`src/hw/rtl/qsu_pkg.sv`:
```
// Shared types, codes and helpers of the quoted string unescape decoder.
package qsu_pkg;

  // Result kinds
  typedef enum logic [1:0] {
    KindData   = 2'd0,
    KindDone   = 2'd1,
    KindBadU   = 2'd2,
    KindUnterm = 2'd3
  } kind_e;

  // Command queue depth and pointer width
  localparam int unsigned QDepth = 2;
  localparam int unsigned QPtrW  = $clog2(QDepth);
  localparam int unsigned QCntW  = $clog2(QDepth + 1);

  // Character codes
  localparam logic [7:0] ChNul    = 8'h00;
  localparam logic [7:0] ChSquote = 8'h27;
  localparam logic [7:0] ChDquote = 8'h22;
  localparam logic [7:0] ChBslash = 8'h5C;
  localparam logic [7:0] ChU      = 8'h75;
  localparam logic [7:0] ChN      = 8'h6E;
  localparam logic [7:0] ChT      = 8'h74;
  localparam logic [7:0] ChR      = 8'h72;
  localparam logic [7:0] ChZero   = 8'h30;
  localparam logic [7:0] ChLf     = 8'h0A;
  localparam logic [7:0] ChTab    = 8'h09;
  localparam logic [7:0] ChCr     = 8'h0D;

  // One decoded command: up to three result items
  typedef struct packed {
    logic [2:0][7:0] bytes;
    logic [1:0]      last_idx;
    kind_e           kind;
    logic            handed_back;
  } cmd_t;

  // Hex digit decode: bit 4 set means valid
  function automatic logic [4:0] hex_value(input logic [7:0] c);
    logic [4:0] r;
    r = 5'd0;
    if (c >= 8'h30 && c <= 8'h39) r = {1'b1, c[3:0]};
    else if ((c >= 8'h61 && c <= 8'h66) || (c >= 8'h41 && c <= 8'h46))
      r = {1'b1, c[3:0] + 4'd9};
    return r;
  endfunction

endpackage

```
`src/hw/rtl/qsu_if.sv`:
```
// Channel interfaces of the quoted string unescape decoder.
interface qsu_in_if;
  logic       valid;
  logic       ready;
  logic [7:0] in_byte;

  modport source (output valid, output in_byte, input ready);
  modport sink   (input valid, input in_byte, output ready);
endinterface

interface qsu_out_if;
  logic       valid;
  logic       ready;
  logic [7:0] out_byte;
  logic [1:0] kind;
  logic       handed_back;
  logic       last;

  modport source (output valid, output out_byte, output kind, output handed_back,
                  output last, input ready);
  modport sink   (input valid, input out_byte, input kind, input handed_back,
                  input last, output ready);
endinterface

```
`src/hw/rtl/qsu_front.sv`:
```
// Front end: accepts text bytes, tracks string state and builds result commands.
module qsu_front (
  input  logic            clk_i,
  input  logic            rst_ni,
  qsu_in_if.sink          in_i,
  input  logic            full_i,
  output logic            push_o,
  output qsu_pkg::cmd_t   cmd_o
);

  typedef enum logic [2:0] {
    PhIdle = 3'd0,
    PhIn   = 3'd1,
    PhEsc  = 3'd2,
    PhHex  = 3'd3,
    PhSq   = 3'd4
  } phase_e;

  phase_e      phase_q, phase_d;
  logic [7:0]  quote_q, quote_d;
  logic [11:0] cp_q, cp_d;
  logic [1:0]  hex_cnt_q, hex_cnt_d;

  logic        accept;
  logic [7:0]  c;
  logic [4:0]  hv;
  logic [15:0] cp_full;

  assign in_i.ready = !full_i;
  assign accept     = in_i.valid && in_i.ready;
  assign c          = in_i.in_byte;
  assign hv         = qsu_pkg::hex_value(c);
  assign cp_full    = {cp_q, hv[3:0]};

  // Decode one byte into next state and a command
  always_comb begin
    phase_d   = phase_q;
    quote_d   = quote_q;
    cp_d      = cp_q;
    hex_cnt_d = hex_cnt_q;
    push_o    = 1'b0;
    cmd_o     = '0;
    cmd_o.kind = qsu_pkg::KindData;
    if (accept) begin
      unique case (phase_q)
        PhIdle: begin
          if (c != qsu_pkg::ChNul) begin
            quote_d = c;
            phase_d = PhIn;
          end
        end
        PhIn: begin
          if (c == qsu_pkg::ChNul) begin
            push_o     = 1'b1;
            cmd_o.kind = qsu_pkg::KindUnterm;
            phase_d    = PhIdle;
            quote_d    = '0;
          end else if (c == quote_q) begin
            if (quote_q == qsu_pkg::ChSquote) begin
              phase_d = PhSq;
            end else begin
              push_o     = 1'b1;
              cmd_o.kind = qsu_pkg::KindDone;
              phase_d    = PhIdle;
              quote_d    = '0;
            end
          end else if (quote_q == qsu_pkg::ChDquote && c == qsu_pkg::ChBslash) begin
            phase_d = PhEsc;
          end else begin
            push_o         = 1'b1;
            cmd_o.bytes[0] = c;
          end
        end
        PhEsc: begin
          if (c == qsu_pkg::ChNul) begin
            push_o     = 1'b1;
            cmd_o.kind = qsu_pkg::KindUnterm;
            phase_d    = PhIdle;
            quote_d    = '0;
          end else if (c == qsu_pkg::ChU) begin
            cp_d      = '0;
            hex_cnt_d = '0;
            phase_d   = PhHex;
          end else begin
            push_o = 1'b1;
            unique case (c)
              qsu_pkg::ChN:    cmd_o.bytes[0] = qsu_pkg::ChLf;
              qsu_pkg::ChT:    cmd_o.bytes[0] = qsu_pkg::ChTab;
              qsu_pkg::ChR:    cmd_o.bytes[0] = qsu_pkg::ChCr;
              qsu_pkg::ChZero: cmd_o.bytes[0] = qsu_pkg::ChNul;
              default:         cmd_o.bytes[0] = c;
            endcase
            phase_d = PhIn;
          end
        end
        PhHex: begin
          if (!hv[4]) begin
            push_o     = 1'b1;
            cmd_o.kind = qsu_pkg::KindBadU;
            phase_d    = PhIdle;
            quote_d    = '0;
            cp_d       = '0;
            hex_cnt_d  = '0;
          end else if (hex_cnt_q == 2'd3) begin
            // Emit the code point as UTF-8
            push_o = 1'b1;
            if (cp_full <= 16'h007F) begin
              cmd_o.bytes[0] = cp_full[7:0];
            end else if (cp_full <= 16'h07FF) begin
              cmd_o.bytes[0] = 8'hC0 | {3'b000, cp_full[10:6]};
              cmd_o.bytes[1] = 8'h80 | {2'b00, cp_full[5:0]};
              cmd_o.last_idx = 2'd1;
            end else begin
              cmd_o.bytes[0] = 8'hE0 | {4'b0000, cp_full[15:12]};
              cmd_o.bytes[1] = 8'h80 | {2'b00, cp_full[11:6]};
              cmd_o.bytes[2] = 8'h80 | {2'b00, cp_full[5:0]};
              cmd_o.last_idx = 2'd2;
            end
            cp_d      = '0;
            hex_cnt_d = '0;
            phase_d   = PhIn;
          end else begin
            cp_d      = cp_full[11:0];
            hex_cnt_d = hex_cnt_q + 2'd1;
          end
        end
        PhSq: begin
          push_o = 1'b1;
          if (c == qsu_pkg::ChSquote) begin
            cmd_o.bytes[0] = qsu_pkg::ChSquote;
            phase_d        = PhIn;
          end else begin
            cmd_o.kind        = qsu_pkg::KindDone;
            cmd_o.handed_back = 1'b1;
            phase_d           = PhIdle;
            quote_d           = '0;
          end
        end
        default: begin
          phase_d   = PhIdle;
          quote_d   = '0;
          cp_d      = '0;
          hex_cnt_d = '0;
        end
      endcase
    end
  end

  // Hold string state
  always_ff @(posedge clk_i or negedge rst_ni) begin
    if (!rst_ni) begin
      phase_q   <= PhIdle;
      quote_q   <= '0;
      cp_q      <= '0;
      hex_cnt_q <= '0;
    end else begin
      phase_q   <= phase_d;
      quote_q   <= quote_d;
      cp_q      <= cp_d;
      hex_cnt_q <= hex_cnt_d;
    end
  end

endmodule

```
`src/hw/rtl/qsu_queue.sv`:
```
// Short command queue between the front end and the output sequencer.
module qsu_queue (
  input  logic          clk_i,
  input  logic          rst_ni,
  input  logic          push_i,
  input  qsu_pkg::cmd_t cmd_i,
  output logic          full_o,
  input  logic          pop_i,
  output logic          empty_o,
  output qsu_pkg::cmd_t head_o
);

  qsu_pkg::cmd_t                mem_q [qsu_pkg::QDepth];
  logic [qsu_pkg::QPtrW-1:0]    wr_ptr_q, rd_ptr_q;
  logic [qsu_pkg::QCntW-1:0]    cnt_q;
  logic                         do_push, do_pop;

  assign full_o  = (cnt_q == qsu_pkg::QCntW'(qsu_pkg::QDepth));
  assign empty_o = (cnt_q == '0);
  assign head_o  = mem_q[rd_ptr_q];
  assign do_push = push_i && !full_o;
  assign do_pop  = pop_i && !empty_o;

  // Advance pointers and count
  always_ff @(posedge clk_i or negedge rst_ni) begin
    if (!rst_ni) begin
      wr_ptr_q <= '0;
      rd_ptr_q <= '0;
      cnt_q    <= '0;
    end else begin
      if (do_push) wr_ptr_q <= wr_ptr_q + 1'b1;
      if (do_pop)  rd_ptr_q <= rd_ptr_q + 1'b1;
      if (do_push && !do_pop)      cnt_q <= cnt_q + 1'b1;
      else if (do_pop && !do_push) cnt_q <= cnt_q - 1'b1;
    end
  end

  // Store commands
  always_ff @(posedge clk_i) begin
    if (do_push) mem_q[wr_ptr_q] <= cmd_i;
  end

endmodule

```
`src/hw/rtl/qsu_back.sv`:
```
// Output sequencer: plays each queued command out as one to three result items.
module qsu_back (
  input  logic          clk_i,
  input  logic          rst_ni,
  input  logic          empty_i,
  input  qsu_pkg::cmd_t head_i,
  output logic          pop_o,
  qsu_out_if.source     out_o
);

  logic [1:0] idx_q;
  logic       is_last;
  logic       xfer;

  assign is_last          = (idx_q == head_i.last_idx);
  assign out_o.valid      = !empty_i;
  assign out_o.out_byte   = head_i.bytes[idx_q];
  assign out_o.kind       = head_i.kind;
  assign out_o.handed_back = head_i.handed_back;
  assign out_o.last       = is_last;
  assign xfer             = out_o.valid && out_o.ready;
  assign pop_o            = xfer && is_last;

  // Step through the bytes of the head command
  always_ff @(posedge clk_i or negedge rst_ni) begin
    if (!rst_ni) begin
      idx_q <= '0;
    end else if (xfer) begin
      idx_q <= is_last ? 2'd0 : idx_q + 2'd1;
    end
  end

endmodule

```
`src/hw/rtl/quoted_string_unescape_decoder.sv`:
```
// Top level of the quoted string unescape decoder.
//
//   Channel  Dir  Payload                                 Transaction when
//   in_i     in   in_byte[7:0]                            valid && ready
//   out_o    out  out_byte[7:0] kind[1:0] handed_back last valid && ready
//
// One text byte is taken per cycle while the two-entry command queue has room.
// A \u escape that expands to two or three UTF-8 bytes holds the output side
// until all its bytes are out; the queue takes one more command, after which the
// input stalls until the expansion drains.
// Results appear at the earliest in the cycle after the byte that causes them.
// Reset returns the string state to idle and empties the queue.
// Output stalls back up into the queue, and input stalls only when it is full.
module quoted_string_unescape_decoder (
  input  logic      clk_i,
  input  logic      rst_ni,
  qsu_in_if.sink    in_i,
  qsu_out_if.source out_o
);

  logic          push, full, pop, empty;
  qsu_pkg::cmd_t cmd, head;

  qsu_front u_front (
    .clk_i  (clk_i),
    .rst_ni (rst_ni),
    .in_i   (in_i),
    .full_i (full),
    .push_o (push),
    .cmd_o  (cmd)
  );

  qsu_queue u_queue (
    .clk_i   (clk_i),
    .rst_ni  (rst_ni),
    .push_i  (push),
    .cmd_i   (cmd),
    .full_o  (full),
    .pop_i   (pop),
    .empty_o (empty),
    .head_o  (head)
  );

  qsu_back u_back (
    .clk_i   (clk_i),
    .rst_ni  (rst_ni),
    .empty_i (empty),
    .head_i  (head),
    .pop_o   (pop),
    .out_o   (out_o)
  );

  // Front never pushes into a full queue
  a_no_push_full: assert property (@(posedge clk_i) disable iff (!rst_ni)
    !(push && full))
    else $error("push into full command queue");

  // Status results are single items
  a_status_last: assert property (@(posedge clk_i) disable iff (!rst_ni)
    out_o.valid && (out_o.kind != qsu_pkg::KindData) |-> out_o.last)
    else $error("status result not marked last");

  // A handed-back byte only comes with a done result
  a_handback_done: assert property (@(posedge clk_i) disable iff (!rst_ni)
    out_o.valid && out_o.handed_back |-> (out_o.kind == qsu_pkg::KindDone))
    else $error("handed_back on non-done result");

  // A push into an empty queue shows a result in the next cycle
  a_push_shows: assert property (@(posedge clk_i) disable iff (!rst_ni)
    push && empty |=> out_o.valid)
    else $error("queued command not presented");

endmodule
```
`src/flat_wrapper.sv`:
```
// flat-port wrapper written by rule: the top's interface ports become plain ports
module quoted_string_unescape_decoder_flat 
  (clk_i, rst_ni, in_i_valid, in_i_in_byte, in_i_ready, out_o_valid, out_o_out_byte, out_o_kind, out_o_handed_back, out_o_last, out_o_ready);
  qsu_in_if in_i_i ();
  qsu_out_if out_o_i ();
  input  logic clk_i;
  input  logic rst_ni;
  input wire logic [$bits(in_i_i.valid)-1:0] in_i_valid;
  input wire logic [$bits(in_i_i.in_byte)-1:0] in_i_in_byte;
  output wire logic [$bits(in_i_i.ready)-1:0] in_i_ready;
  output wire logic [$bits(out_o_i.valid)-1:0] out_o_valid;
  output wire logic [$bits(out_o_i.out_byte)-1:0] out_o_out_byte;
  output wire logic [$bits(out_o_i.kind)-1:0] out_o_kind;
  output wire logic [$bits(out_o_i.handed_back)-1:0] out_o_handed_back;
  output wire logic [$bits(out_o_i.last)-1:0] out_o_last;
  input wire logic [$bits(out_o_i.ready)-1:0] out_o_ready;
  assign in_i_i.valid = in_i_valid;
  assign in_i_i.in_byte = in_i_in_byte;
  assign in_i_ready = in_i_i.ready;
  assign out_o_valid = out_o_i.valid;
  assign out_o_out_byte = out_o_i.out_byte;
  assign out_o_kind = out_o_i.kind;
  assign out_o_handed_back = out_o_i.handed_back;
  assign out_o_last = out_o_i.last;
  assign out_o_i.ready = out_o_ready;
  quoted_string_unescape_decoder u_core (.clk_i(clk_i), .rst_ni(rst_ni), .in_i(in_i_i), .out_o(out_o_i));
endmodule
```
`config.mk`:
```
export PLATFORM = sky130hd
export DESIGN_NAME = quoted_string_unescape_decoder_flat
export DESIGN_NICKNAME = d
export VERILOG_FILES = /design/src/hw/rtl/qsu_pkg.sv /design/src/hw/rtl/qsu_if.sv /design/src/hw/rtl/qsu_front.sv /design/src/hw/rtl/qsu_queue.sv /design/src/hw/rtl/qsu_back.sv /design/src/hw/rtl/quoted_string_unescape_decoder.sv /design/src/flat_wrapper.sv
export SDC_FILE = /design/constraint.sdc
export NUM_CORES = 1
export LEC_CHECK = 0
export BUFFER_PORTS_ARGS = -buffer_cell sky130_fd_sc_hd__buf_2
export CAP_MARGIN = 20
export CORE_ASPECT_RATIO = 0.5
export CORE_UTILIZATION = 60
export CTS_CLUSTER_SIZE = 30
export DETAILED_ROUTE_END_ITERATION = 7
export PLACE_DENSITY = 0.88
export SYNTH_ARGS = -nofsm -noshare
export SYNTH_HDL_FRONTEND = slang
export SYNTH_SLANG_ARGS = --single-unit
```
`constraint.sdc`:
```
create_clock -name clk_i -period 3.3 [get_ports clk_i]
set_input_delay 0.33 -clock clk_i [delete_from_list [all_inputs] [get_ports clk_i]]
set_output_delay 0.33 -clock clk_i [all_outputs]
set_load 0.03 [all_outputs]
```
# Yosys cells after proc, flatten, opt, wreduce, memory -nomap -nowiden
# Memories as Yosys holds them, arrays and structs flattened.
# Index checks and enable logic that the tools add are counted.
# op_classes
addsub	7
n_lt_le_gt_ge	9
eq_ne	27
n_mux	74
bitwise	1
reduce_logical	25
# op_table
op	count
8-bit two-way mux	15
8-bit one-hot mux with 4 select lines	2
26-bit two-way mux	2
12-bit two-way mux	4
16-bit two-way mux	3
8-bit by 7-bit == test with 1-bit output (second input constant)	5
8-bit one-hot mux with 5 select lines	1
12-bit one-hot mux with 3 select lines	1
8-bit by 6-bit == test with 1-bit output (second input constant)	4
2-bit two-way mux	15
29-bit two-way mux	1
3-bit two-way mux	7
8-bit binary-select mux with 2-bit select	1
8-bit by 7-bit greater-or-equal comparator with 1-bit output (second input constant)	2
16-bit by 11-bit <= comparator with 1-bit output (second input constant)	1
16-bit by 7-bit <= comparator with 1-bit output (second input constant)	1
8-bit by 7-bit <= comparator with 1-bit output (second input constant)	2
1-bit two-way mux	15
3-bit one-hot mux with 5 select lines	1
2-bit != test (second input constant)	6
1-bit logical AND	11
5-bit two-way mux	2
3-bit != test (second input constant)	3
8-bit == test	1
28 further kinds	37
# word_totals
register_bits	31
ramBits	58
input_bits	12
output_inout_bits	14
wordCells	152
mem_count	1
# memory_table
name	depth	width	read_ports	rd_ports_with_merged_regs	wr	line_no	source
u_core.u_queue.mem_q	2	29	1	0	1	qsu_queue.sv:13	qsu_pkg::cmd_t mem_q [qsu_pkg::QDepth];

# Depth between registers and ports, before layout
# depth
depth_word	13
ltp_mapped	12
ltp_nobuf	11

# Hierarchy
# Synthesis repeated with hierarchy kept, for this count alone.
# unflattened
cells_unflattened	445
area_unflattened_um2	5056.1
# modules_own_cells
module	n_inst	cells_per_inst	area_each_um2	seq_area_each_um2
qsu_queue	1	109	2407.3	1841.8
qsu_front	1	289	2312.2	625.6
qsu_back	1	47	336.6	50.0

# Worst setup path before layout
# Ideal clock, no wire load.
# synth_path
path_type	input to register
start	in in_i_in_byte[1]
end	mem u_core.u_queue.mem_q[0][0] (netlist name) (enable)
setup_ns	0.412
arrival_time_ns	3.354
slack_ns	-0.466
stages	9
n_path_buf	1
cell_sequence	clkbuf_1 -> inv_1 -> ha_1 -> nor3b_1 -> a311oi_4 -> o21a_2 -> and2b_1 -> a211oi_2 -> nor2b_1
# synth_via
elab_chain_cells	11
# synth_lines
item	line_no	source
start, declared	flat_wrapper.sv:9	input wire logic [$bits(in_i_i.in_byte)-1:0] in_i_in_byte;
8-bit by 7-bit greater-or-equal comparator with 1-bit output / 8-bit by 7-bit <= comparator with 1-bit output (equally long branches)	qsu_pkg.sv:44	else if ((c >= 8'h61 && c <= 8'h66) || (c >= 8'h41 && c <= 8'h46))
1-bit logical AND	qsu_pkg.sv:44	
1-bit logical OR	qsu_pkg.sv:44	
5-bit two-way mux	qsu_pkg.sv:44	
5-bit two-way mux	qsu_pkg.sv:43	if (c >= 8'h30 && c <= 8'h39) r = {1'b1, c[3:0]};
1-bit two-way mux	qsu_front.sv:97	if (!hv[4]) begin
1-bit one-hot mux with 4 select lines (*)	qsu_front.sv:45	unique case (phase_q)
1-bit two-way mux (*)	qsu_front.sv:44	if (accept) begin
1-bit logical AND (*)	qsu_queue.sv:21	assign do_push = push_i && !full_o;
net u_core.u_queue.do_push	qsu_queue.sv:16	logic do_push, do_pop;
1-bit two-way mux (*)	qsu_queue.sv:40	if (do_push) mem_q[wr_ptr_q] <= cmd_i;
1-bit two-way mux (not written as such) (*)	qsu_queue.sv:40	
end, declared	qsu_queue.sv:13	
# The timed path passes the listed nets; every way through them passes the cells marked *.

==> impl_metrics.ini <==
[run_status]
outcome = complete, no violations

[route]
met1_length_um = 4350
ant_nets = 0
first_iter_violations = 287
met2WireLength_um = 4820
wl_per_cell_um = 21.0
top_layer_used = met4
drt-pass1-iter-count = 5
wl_met3_um = 1140
remaining_drc_errors = 0
viasPerCell = 6.51
vias = 3281
drt_wl_total_um = 10600

[synthesis]
syn_area_sq_mm = 0.00442
ys_async_sr_fraction_pct = 37.3
yosysTopAreaCell = edfxtp_1
yosysWarnings = 0
syn-num-nets = 401
synth-seq-area-share_pct = 52.9
post-synth-top-count-cell = edfxtp_1
ys.flop_type = edfxtp_1
ys_ff_latch = 83
yosysTopAreaCellShare_pct = 35.4
syn_area_per_cell_sq_um = 11.5
synth_top_cells_by_count = edfxtp_1, dfrtp_1, nor2_1, nand2_1, mux2i_1
syn_inst = 383
synthTopCellsByArea = edfxtp_1, dfrtp_1, mux2i_1, mux4_2, a22o_1
ys_types = 68
synth_edf_count = 52

[finish]
final_nets = 425
n_antenna_cell = 0
area_delta_synth_final_pct = 12.1
multi_input_area_sq_mm = 0.00191
drive_above_1_share_pct = 18.7
regArea_sq_mm = 0.00234
fillers = 450

[setup_path]
crit_type = flip-flop to flip-flop
worst_path_max_delay_cell = o22ai_1
crit_cells = 6
r2r_end = u_core.u_queue.mem_q[1][6]
crit_path_start = u_core.u_front.phase_q[2]
r2r_start = u_core.u_front.phase_q[2]
endpoint = u_core.u_queue.mem_q[1][6]
cp_slowest_stage_delay_ns = 0.59
reg2regPathDepth = 6
setup.worst_path.start_class = flip-flop
path_max_fanout = 10
cp_top_family = compound AO/OA/AOI/OAI gates
crit_path_end_kind = flip-flop
critPathBufInv = 0
worstPathCellList = or3b_1 -> a21oi_1 -> nand2b_1 -> o22ai_1 -> a21oi_1 -> o22ai_1
r2r_slack_ns = 0.47
worstPathArrival_ns = 2.97
required_ns = 3.44

[clocking]
post-cts-setup-buffer-count = 0
clock_path_buffers = 2
h-tree-depth = 3
clk_pin_slew_worst_paths_ns = 0.07
cts-resized-gates = 0
cts_buffers = 9
cts_tree = yes
cts.sinks = 83
worstSkewPairLatency_ns = 0.34
cts-root-buf = clkbuf_16
ctsHoldBuffers = 0

[die]
dieWidth_um = 123
rows = 21
initial_core_util_pct = 64.2
coreArea_sq_mm = 0.00688
dieArea_sq_mm = 0.00773
ios = 26
die_h_um = 62.7

[global_routing]
grt_antenna_before_repair = 0
grt_overflow_total = 0
grt_start_max_net_pins = 32
grt_pass1_wl_um = 16700
gr-usage-all-layers_pct = 29.7
grt_pass1_vias = 3138

[job]
drv_cap = 0

[timing]
slew_headroom_pct = 43.5
rsz0062_at_grt = false
hold_viol = 0
fmax_ghz = 0.353
maxSlewViolCount = 0
finalClockSkew_ns = 0.00880
tightest_slew_ns = 0.839
finalSetupTns_ns = 0
hold_slack_ns = 0.0427
period_minus_slack_ns = 2.83
post-route-period-util_pct = 85.9
setup_violations = 0

[placed_design]
gp_congestion = 0.973
io_buffer_count = 25
hpwl_um = 7320

[pwr]
vdd_ir_drop_max_uv = 402
power_density_mw_per_mm2 = 844
p_leak_nw = 1.97

[min_path]
hold_path_class = primary input to async pin
## area by class of cell
type / instances / share of cell area, %
flip-flops and latches: 83 / 47.2
multi-input cells: 259 / 38.6
clock buffers: 9 / 4.55
repair buffers: 32 / 4.10
well taps: 92 / 2.33
inverters: 22 / 1.67
clock inverters: 7 / 1.52
## registers in the layout, indices dropped and copies added (netlist names)
name,cells
u_core.u_back.idx_q,2
u_core.u_front.cp_q,12
u_core.u_front.hex_cnt_q,2
u_core.u_front.phase_q,3
u_core.u_front.quote_q,8
u_core.u_queue.cnt_q,2
u_core.u_queue.mem_q,52
u_core.u_queue.rd_ptr_q,1
u_core.u_queue.wr_ptr_q,1
## metrics by stage
step | worst slack, ns | instance area [sq um] | instances | power, mW | util [%]
2_1_floorplan | 0.00751 | 4420 | 383 | 2.69 | -
3_3_place_gp | 0.423 | 4640 | 487 | 3.05 | 67.4
3_5_place_dp | 0.276 | 4640 | 487 | 3.13 | 67.4
4_1_cts | 0.591 | 4940 | 503 | 4.17 | 71.8
5_1_grt | 0.382 | 4950 | 504 | 4.36 | 71.9
6_report | 0.466 | 4950 | 504 | 4.18 | 71.9
## power by group
part           internal (mW)  leakage (nW)  switching [mW]
registers               1.38         0.893           0.182
logic                  0.612         0.931           0.990
clock network          0.593         0.146           0.424
total                   2.58          1.97            1.60
## cells in the final DEF (no fill, tap or decap), drive strengths merged, types with 12 or more instances in the layout
master,count
o21ai,15
edfxtp,52
xor2,12
a22o,14
mux2i,21
buf,32
inv,25
nor3,14
a21oi,15
nand2,27
dfrtp,31
nor2,32
## logic make-up after synthesis
logic type,after synthesis,share of synthesized area [%]
AND/OR/NAND/NOR,125,15.4
flip-flops,83,52.9
AO/OA/AOI/OAI,77,12.9
buffers and inverters,41,3.85
multiplexers,33,9.60
XOR/XNOR,18,3.57
adder cells (fa/ha/maj),6,1.70
## worst register-to-register path, delay by kind of cell, from the launching register on
family | cells | cell delay, ns
AOI/OAI and AO/OA | 4 | 1.46
DFF | 1 | 0.49
and+or+nand+nor | 2 | 0.67
## per-layer routing
layer	vias up	track usage [%]
li1	1470	-
met1	1567	39.6
met2	211	47.2
met3	33	9.49
met4	0	7.68
met5	-	0
## worst min-delay path by stage
stage,start,to,slack (ns)
detailed placement,rst_ni,u_core.u_front.quote_q[4],0.42
global placement,rst_ni,u_core.u_front.quote_q[5],0.40
global route,rst_ni,u_core.u_front.quote_q[3],0.1
floorplan,rst_ni,u_core.u_back.idx_q[0],0.03
CTS,rst_ni,u_core.u_front.quote_q[3],0.06
finish,rst_ni,u_core.u_front.quote_q[3],0.04
No activity file was read; power rests on OpenSTA's default activity.
